## config.mk

```make
export PLATFORM = sky130hd
export DESIGN_NAME = bitmap_id_allocator_top
export DESIGN_NICKNAME = d
export VERILOG_FILES = /design/src/rtl/core/bia_pkg.sv /design/src/rtl/core/bia_ram.sv /design/src/rtl/core/bia_ctrl.sv /design/src/rtl/core/bia_datapath.sv /design/src/rtl/core/bitmap_id_allocator_top.sv
export SDC_FILE = /design/constraint.sdc
export NUM_CORES = 1
export LEC_CHECK = 0
export ABC_AREA = 1
export BUFFER_PORTS_ARGS = -buffer_cell sky130_fd_sc_hd__buf_2
export CAP_MARGIN = 10
export CORE_ASPECT_RATIO = 1.25
export CORE_MARGIN = 2
export CORE_UTILIZATION = 54
export CTS_BUF_LIST = sky130_fd_sc_hd__clkbuf_4
export DETAILED_ROUTE_END_ITERATION = 8
export PLACE_DENSITY = 0.7
export SLEW_MARGIN = 10
export SYNTH_ARGS = -nofsm -noshare
export SYNTH_HDL_FRONTEND = slang
export SYNTH_SLANG_ARGS = --single-unit
```

## constraint.sdc

```tcl
create_clock -name clk -period 6.15 [get_ports clk]
set_input_delay 1.5375 -clock clk [delete_from_list [all_inputs] [get_ports clk]]
set_output_delay 1.5375 -clock clk [all_outputs]
set_load 0.01 [all_outputs]
```

## src/rtl/core/bia_pkg.sv

```systemverilog
package bia_pkg;

	localparam int unsigned NUM_IDS_DEF    = 256;
	localparam int unsigned WORD_BITS      = 64;
	localparam int unsigned BIT_W          = 6;
	localparam int unsigned WORD_IDX_MAX_W = 6;

	localparam logic [1:0] STATUS_SUCCESS     = 2'd0;
	localparam logic [1:0] STATUS_EMPTY       = 2'd1;
	localparam logic [1:0] STATUS_NOT_IN_USE  = 2'd2;

	localparam logic CMD_ALLOC = 1'b0;
	localparam logic CMD_FREE  = 1'b1;

	typedef enum logic [1:0] {
		ST_IDLE,
		ST_READ,
		ST_CHECK
	} state_t;

	typedef struct packed {
		logic       load;
		logic       rd_en;
		logic       next_word;
		logic       commit_alloc;
		logic       commit_free;
		logic       emit;
		logic [1:0] status;
	} dp_ctrl_t;

	typedef struct packed {
		logic free_cmd;
		logic word_nonzero;
		logic last_word;
		logic release_bad;
	} dp_stat_t;

	function automatic logic [WORD_BITS-1:0] word_reset(input int unsigned w,
		input int unsigned num_ids);
		int unsigned rem;
		rem = num_ids - w * WORD_BITS;
		if (rem >= WORD_BITS) begin
			return '1;
		end
		return (64'd1 << rem) - 64'd1;
	endfunction

	function automatic logic [BIT_W-1:0] lowest_index(input logic [WORD_BITS-1:0] v);
		logic [WORD_BITS-1:0] lowbit;
		logic [BIT_W-1:0]     idx;
		lowbit = v & (~v + 64'd1);
		idx    = '0;
		for (int p = 0; p < WORD_BITS; p++) begin
			if (lowbit[p]) begin
				idx = idx | BIT_W'(p);
			end
		end
		return idx;
	endfunction

endpackage

```

## src/rtl/core/bia_ram.sv

```systemverilog
module bia_ram #(
	parameter int unsigned WIDTH = 64,
	parameter int unsigned DEPTH = 4,
	localparam int unsigned ADDR_W = (DEPTH > 1) ? $clog2(DEPTH) : 1
) (
	input  logic              clk,
	input  logic              we,
	input  logic [ADDR_W-1:0] waddr,
	input  logic [WIDTH-1:0]  wdata,
	input  logic              re,
	input  logic [ADDR_W-1:0] raddr,
	output logic [WIDTH-1:0]  rdata
);

	logic [WIDTH-1:0] mem_q [DEPTH];

	always_ff @(posedge clk) begin
		if (we) begin
			mem_q[waddr] <= wdata;
		end
		if (re) begin
			rdata <= mem_q[raddr];
		end
	end

endmodule

```

## src/rtl/core/bia_ctrl.sv

```systemverilog
module bia_ctrl
	import bia_pkg::*;
(
	input  logic     clk,
	input  logic     arst_n,
	input  logic     start,
	output logic     busy,
	input  dp_stat_t stat,
	output dp_ctrl_t ctrl
);

	state_t state_q, state_d;

	always_ff @(posedge clk or negedge arst_n) begin
		if (!arst_n) begin
			state_q <= ST_IDLE;
		end else begin
			state_q <= state_d;
		end
	end

	always_comb begin
		state_d = state_q;
		case (state_q)
			ST_IDLE: begin
				if (start) begin
					state_d = ST_READ;
				end
			end
			ST_READ: begin
				state_d = ST_CHECK;
			end
			ST_CHECK: begin
				if (stat.free_cmd || stat.word_nonzero || stat.last_word) begin
					state_d = ST_IDLE;
				end else begin
					state_d = ST_READ;
				end
			end
			default: begin
				state_d = ST_IDLE;
			end
		endcase
	end

	always_comb begin
		ctrl = '0;
		ctrl.status = STATUS_SUCCESS;
		busy = 1'b1;
		case (state_q)
			ST_IDLE: begin
				busy = 1'b0;
				ctrl.load = start;
			end
			ST_READ: begin
				ctrl.rd_en = 1'b1;
			end
			ST_CHECK: begin
				if (stat.free_cmd) begin
					ctrl.emit = 1'b1;
					if (stat.release_bad) begin
						ctrl.status = STATUS_NOT_IN_USE;
					end else begin
						ctrl.commit_free = 1'b1;
					end
				end else if (stat.word_nonzero) begin
					ctrl.commit_alloc = 1'b1;
					ctrl.emit = 1'b1;
				end else if (stat.last_word) begin
					ctrl.emit = 1'b1;
					ctrl.status = STATUS_EMPTY;
				end else begin
					ctrl.next_word = 1'b1;
				end
			end
			default: begin
				busy = 1'b1;
			end
		endcase
	end

endmodule

```

## src/rtl/core/bia_datapath.sv

```systemverilog
module bia_datapath
	import bia_pkg::*;
#(
	parameter int unsigned NUM_IDS = NUM_IDS_DEF
) (
	input  logic       clk,
	input  logic       arst_n,
	input  logic       command,
	input  logic [7:0] release_id,
	input  dp_ctrl_t   ctrl,
	output dp_stat_t   stat,
	output logic       done,
	output logic [1:0] status,
	output logic [7:0] granted_id,
	output logic [8:0] in_use_count
);

	localparam int unsigned MAP_WORDS = (NUM_IDS + WORD_BITS - 1) / WORD_BITS;
	localparam int unsigned WW        = (MAP_WORDS > 1) ? $clog2(MAP_WORDS) : 1;
	localparam int unsigned CNT_W     = $clog2(NUM_IDS + 1);

	logic                  cmd_q;
	logic [7:0]            rid_q;
	logic [WW-1:0]         word_q;
	logic [MAP_WORDS-1:0]  valid_q;
	logic [CNT_W-1:0]      used_q;
	logic [CNT_W-1:0]      used_d;
	logic                  done_q;
	logic [1:0]            status_q;
	logic [7:0]            granted_q;
	logic [8:0]            count_q;

	logic [WORD_BITS-1:0]  rdata;
	logic [WORD_BITS-1:0]  eff_word;
	logic [WORD_BITS-1:0]  wdata;
	logic [WORD_BITS-1:0]  rid_mask;
	logic [BIT_W-1:0]      low_idx;
	logic                  we;
	logic                  rid_ok;
	logic                  in_rid_ok;
	logic [WORD_IDX_MAX_W+BIT_W-1:0] gid;
	logic [15:0]           cnt_ext;

	assign in_rid_ok = 13'(release_id) < 13'(NUM_IDS);
	assign rid_ok    = 13'(rid_q) < 13'(NUM_IDS);

	always_ff @(posedge clk or negedge arst_n) begin
		if (!arst_n) begin
			word_q <= '0;
		end else if (ctrl.load) begin
			if (command == CMD_FREE && in_rid_ok) begin
				word_q <= WW'(release_id[7:6]);
			end else begin
				word_q <= '0;
			end
		end else if (ctrl.next_word) begin
			word_q <= word_q + WW'(1);
		end
	end

	always_ff @(posedge clk) begin
		if (ctrl.load) begin
			cmd_q <= command;
			rid_q <= release_id;
		end
	end

	assign we = ctrl.commit_alloc | ctrl.commit_free;

	bia_ram #(
		.WIDTH (WORD_BITS),
		.DEPTH (MAP_WORDS)
	) u_map (
		.clk   (clk),
		.we    (we),
		.waddr (word_q),
		.wdata (wdata),
		.re    (ctrl.rd_en),
		.raddr (word_q),
		.rdata (rdata)
	);

	assign eff_word = valid_q[word_q] ? rdata : word_reset(int'(word_q), NUM_IDS);
	assign low_idx  = lowest_index(eff_word);
	assign rid_mask = 64'd1 << rid_q[BIT_W-1:0];
	assign wdata    = ctrl.commit_alloc ? (eff_word & ~(64'd1 << low_idx))
	                                    : (eff_word | rid_mask);
	assign gid      = {WORD_IDX_MAX_W'(word_q), low_idx};

	always_ff @(posedge clk or negedge arst_n) begin
		if (!arst_n) begin
			valid_q <= '0;
		end else if (we) begin
			valid_q[word_q] <= 1'b1;
		end
	end

	always_comb begin
		used_d = used_q;
		if (ctrl.commit_alloc) begin
			used_d = used_q + CNT_W'(1);
		end else if (ctrl.commit_free && used_q != '0) begin
			used_d = used_q - CNT_W'(1);
		end
	end

	assign cnt_ext = 16'(used_d);

	always_ff @(posedge clk or negedge arst_n) begin
		if (!arst_n) begin
			used_q <= '0;
			done_q <= 1'b0;
		end else begin
			used_q <= used_d;
			done_q <= ctrl.emit;
		end
	end

	always_ff @(posedge clk) begin
		if (ctrl.emit) begin
			status_q  <= ctrl.status;
			granted_q <= ctrl.commit_alloc ? gid[7:0] : 8'd0;
			count_q   <= cnt_ext[8:0];
		end
	end

	assign stat.free_cmd     = (cmd_q == CMD_FREE);
	assign stat.word_nonzero = |eff_word;
	assign stat.last_word    = (word_q == WW'(MAP_WORDS - 1));
	assign stat.release_bad  = !rid_ok || eff_word[rid_q[BIT_W-1:0]];

	assign done         = done_q;
	assign status       = status_q;
	assign granted_id   = granted_q;
	assign in_use_count = count_q;

`ifndef ASSERT_OFF
	a_count_bound: assert property (@(posedge clk) disable iff (!arst_n)
		used_q <= CNT_W'(NUM_IDS))
		else $error("in-use count above pool size");

	a_emit_done: assert property (@(posedge clk) disable iff (!arst_n)
		ctrl.emit |=> done_q)
		else $error("result strobe missing after emit");

	a_alloc_word: assert property (@(posedge clk) disable iff (!arst_n)
		ctrl.commit_alloc |-> (|eff_word) && !ctrl.commit_free && ctrl.emit)
		else $error("allocate committed without a free bit");

	a_free_bit: assert property (@(posedge clk) disable iff (!arst_n)
		ctrl.commit_free |-> rid_ok && !eff_word[rid_q[BIT_W-1:0]])
		else $error("free committed on an identifier not in use");

	a_empty_grant: assert property (@(posedge clk) disable iff (!arst_n)
		(done_q && status_q != STATUS_SUCCESS) |-> (granted_q == 8'd0))
		else $error("nonzero identifier on a failed command");
`endif

endmodule

```

## src/rtl/core/bitmap_id_allocator_top.sv

```systemverilog
// Channel   Handshake                 Fields
// command   start, busy               command, release_id
// result    done (one-cycle strobe)   status, granted_id, in_use_count
//
// A command transfers when start is high and busy is low.
// Free: map read, check, then the result is registered onto the done strobe.
// Allocate: the scan reads one 64-bit word of the map RAM at a time from word 0,
// a read then a check, until a word has a free bit or the last word is checked.
// Reset needs no clearing pass: per-word valid bits return the reset map.
// The receiver cannot stall; done is high for one cycle only, and the result fields hold until the next result.
module bitmap_id_allocator_top
	import bia_pkg::*;
#(
	parameter int unsigned NUM_IDS = NUM_IDS_DEF
) (
	input  logic       clk,
	input  logic       arst_n,
	input  logic       start,
	output logic       busy,
	input  logic       command,
	input  logic [7:0] release_id,
	output logic       done,
	output logic [1:0] status,
	output logic [7:0] granted_id,
	output logic [8:0] in_use_count
);

	dp_ctrl_t ctrl;
	dp_stat_t stat;

	bia_ctrl u_ctrl (
		.clk    (clk),
		.arst_n (arst_n),
		.start  (start),
		.busy   (busy),
		.stat   (stat),
		.ctrl   (ctrl)
	);

	bia_datapath #(
		.NUM_IDS (NUM_IDS)
	) u_datapath (
		.clk          (clk),
		.arst_n       (arst_n),
		.command      (command),
		.release_id   (release_id),
		.ctrl         (ctrl),
		.stat         (stat),
		.done         (done),
		.status       (status),
		.granted_id   (granted_id),
		.in_use_count (in_use_count)
	);

endmodule

```

==> results.cfg <==
[status]
status = complete, no violations

[setup_path]
cpMaxStageDelayCell = dfrtp_4
cp.arrival_ps = 5740
crit_path_max_incr_delay_ps = 680
crit_chain = inv_4 -> buf_4 -> nand3_1 -> nand2_4 -> buf_4 -> nand3_1 -> nor2_1 -> nand2_1 -> nor2_1 -> nand3_2 -> inv_2 -> nand4_2 -> nand2_4 -> buf_12 -> o21ai_1 -> nand2_1 -> inv_2 -> buf_12
path_delay_family = buffers and inverters
worst_ep_required_time_ps = 6680
critPathLaunchType = flip-flop
critPathMaxFanout = 92
ff2ff_setup_slack_ps = 940
critPathCaptureType = flip-flop
criticalPathCategory = flip-flop to flip-flop
critPathBufInv = 7

[synthesis]
synth_top_area_share_pct = 56.70
ys_ff_latch = 364
syn_inst = 1966
synth_area_um2 = 18330
synth_area_leaders = edfxtp_1 (57%), nor2_1 (7.5%), nand2_1 (5.9%), nand3_1 (5.8%), o21ai_0 (4.3%)
synth_area_per_cell_um2 = 9.321
yosysTopAreaCell = edfxtp_1
synth-seq-area-share_pct = 59.16
yosysWarnings = 0
synth_cell_types = 45
synth_nets = 1985

[clock_network]
clock_latency_ps = 830
clk_pin_slew_ps = 70
cts_resized = 0
cts_setup_buffers = 0
htreeDepth = 3
cts_buffer_depth = 3
cts_buffers = 88
clock-root-buffer = clkbuf_4
cts_hold_buf = 0
cts_tree = yes
cts_sinks = 364

[timing]
skew_ps = 63.75
min_period_ps = 5207
fin_setup_tns_ps = 0
post-route-period-util_pct = 84.67
rsz0062_at_grt = false
tightest_slew_ps = 1023
finalMaxSlewViolations = 0
max_slew_margin_pct = 31.80
max_freq_ghz = 0.1920
hold_viol = 0
setup_violations = 0
fin_hold_ws_ps = 463.0

[detailed_routing]
dr.pass1.iters = 6
routed_wl_um = 62580
routedWlPerCell_um = 24.86
vias = 15791
routed_via_density = 6.274
post-route-drc-count = 0
drtIter0Drc = 1904
antenna_left = 0

[place]
dp_hpwl_um = 44070
port_buffers = 32
gp_congestion = 1.072

[die]
die_y_um = 210.0
start_util_pct = 54.70
die-area_um2 = 35430
die_w_um = 168.8
ios = 33
num_rows = 75
core_um2 = 33500

[worst_hold_path]
min_path_type = flip-flop to flip-flop

[power]
peakVddDrop_uv = 281.7
power_leakage_uw = 0.007772
power-per-cell-area_nw_per_um2 = 544.2

[global_route]
antenna_found_initial = 3
track_usage_pct = 35.62
grt_pass1_vias = 15072
grt_max_degree = 93
gr-total-overflow = 0
grt_pass1_wl_um = 92000

[cells_and_area]
area_delta_synth_final_pct = 10.25
layout_common_cells = nor2_1 (363), edfxtp_1 (346), nand2_1 (287)
layout.nets = 2045
drive_gt1_share_pct = 12.48
final.fill_count = 2873
final_common_cell = nor2_1

[flow_run]
cap_violations = 0
[synthesized netlist by cell type, drive strengths merged]
master   instances
a31oi           22
o32a             4
o21a             1
o211ai           1
nand2          294
nor2           378
nand3          222
o31ai            4
or3b             1
a41oi            4
nand4           41
nor3            32
and2             1
nor4             9
ha               7
inv            130
a22oi            1
nand3b           6
or2              7
clkinv           4
a21oi           88
o21ai          160
o22ai           70
o22a             3
clkbuf          60
buf             41
a21o             2
nor2b            1
and3             1
o2111ai          7
edfxtp         346
dfrtp           18
[per-layer routing]
layer | global-route usage [%] | up-vias | wire length, um
met5 | 0 | - | 13
li1 | - | 7129 | -
met4 | 19.29 | 2 | 3416
met2 | 56.12 | 923 | 28910
met3 | 7.022 | 193 | 5580
met1 | 46.80 | 7544 | 24660
[per-stage QoR]
step | total power, uW | utilization, % | instance area [um2] | worst slack (ps) | std cells
6_report | 10990 | 60.31 | 20200 | 943.0 | 2517
5_1_grt | 11580 | 60.31 | 20200 | 571.2 | 2517
4_1_cts | 10900 | 60.29 | 20200 | 978.1 | 2515
3_5_place_dp | 8667 | 56.50 | 18930 | 1040 | 2359
3_3_place_gp | 8618 | 56.50 | 18930 | 1084 | 2359
2_1_floorplan | 7080 | - | 18330 | 2229 | 1966
[flip-flops by register name, indices dropped and copies added (netlist names)]
name	count
u_ctrl.state_q	2
u_datapath.cmd_q	1
u_datapath.done	1
u_datapath.granted_id	8
u_datapath.in_use_count	9
u_datapath.rid_q	6
u_datapath.status	2
u_datapath.u_map.mem_q	256
u_datapath.u_map.rdata	64
u_datapath.used_q	9
u_datapath.valid_q	4
u_datapath.word_q	2
[path summary, 6_finish.rpt]
kind | startpoint | end | cells after the start
setup / recovery | u_datapath.word_q[0] | u_datapath.u_map.mem_q[3][36] | 18
hold / removal | u_datapath.valid_q[3] | u_datapath.valid_q[3] | 1
setup reg to reg | u_datapath.word_q[0] | u_datapath.u_map.mem_q[3][36] | 18
hold reg to reg | u_datapath.valid_q[3] | u_datapath.valid_q[3] | 1
max in group asynchronous | arst_n | u_datapath.word_q[1] | 1
min in group asynchronous | arst_n | u_datapath.word_q[0] | 1
[layout make-up]
cell class	count	area (um2)	area share [%]
Sequential cell	364	10850	53.68
Multi-Input combinational cell	1367	6496	32.15
Clock buffer	129	968.4	4.793
Timing Repair Buffer	71	553.0	2.737
Tap cell	423	529.3	2.620
Inverter	134	505.5	2.502
Clock inverter	27	300.3	1.486
Antenna cell	2	5.005	0.02477
[kinds of logic after synthesis]
| logic type | after synthesis | share of synthesized area, % |
|---|---|---|
| AOI/OAI and AO/OA | 367 | 11.17 |
| and+or+nand+nor | 993 | 23.73 |
| buffers and inverters | 235 | 5.462 |
| adders and majority gates | 7 | 0.4779 |
| DFF | 364 | 59.16 |
[power breakdown]
part / switching [uW] / internal, uW / leakage [uW] / total, uW
clock: 958 / 1260 / 0.000741 / 2220
combinational: 3780 / 1180 / 0.00366 / 4950
sequential: 168 / 3660 / 0.00337 / 3830
total: 4900 / 6090 / 0.00777 / 11000
(Power assumes the default switching activity.)
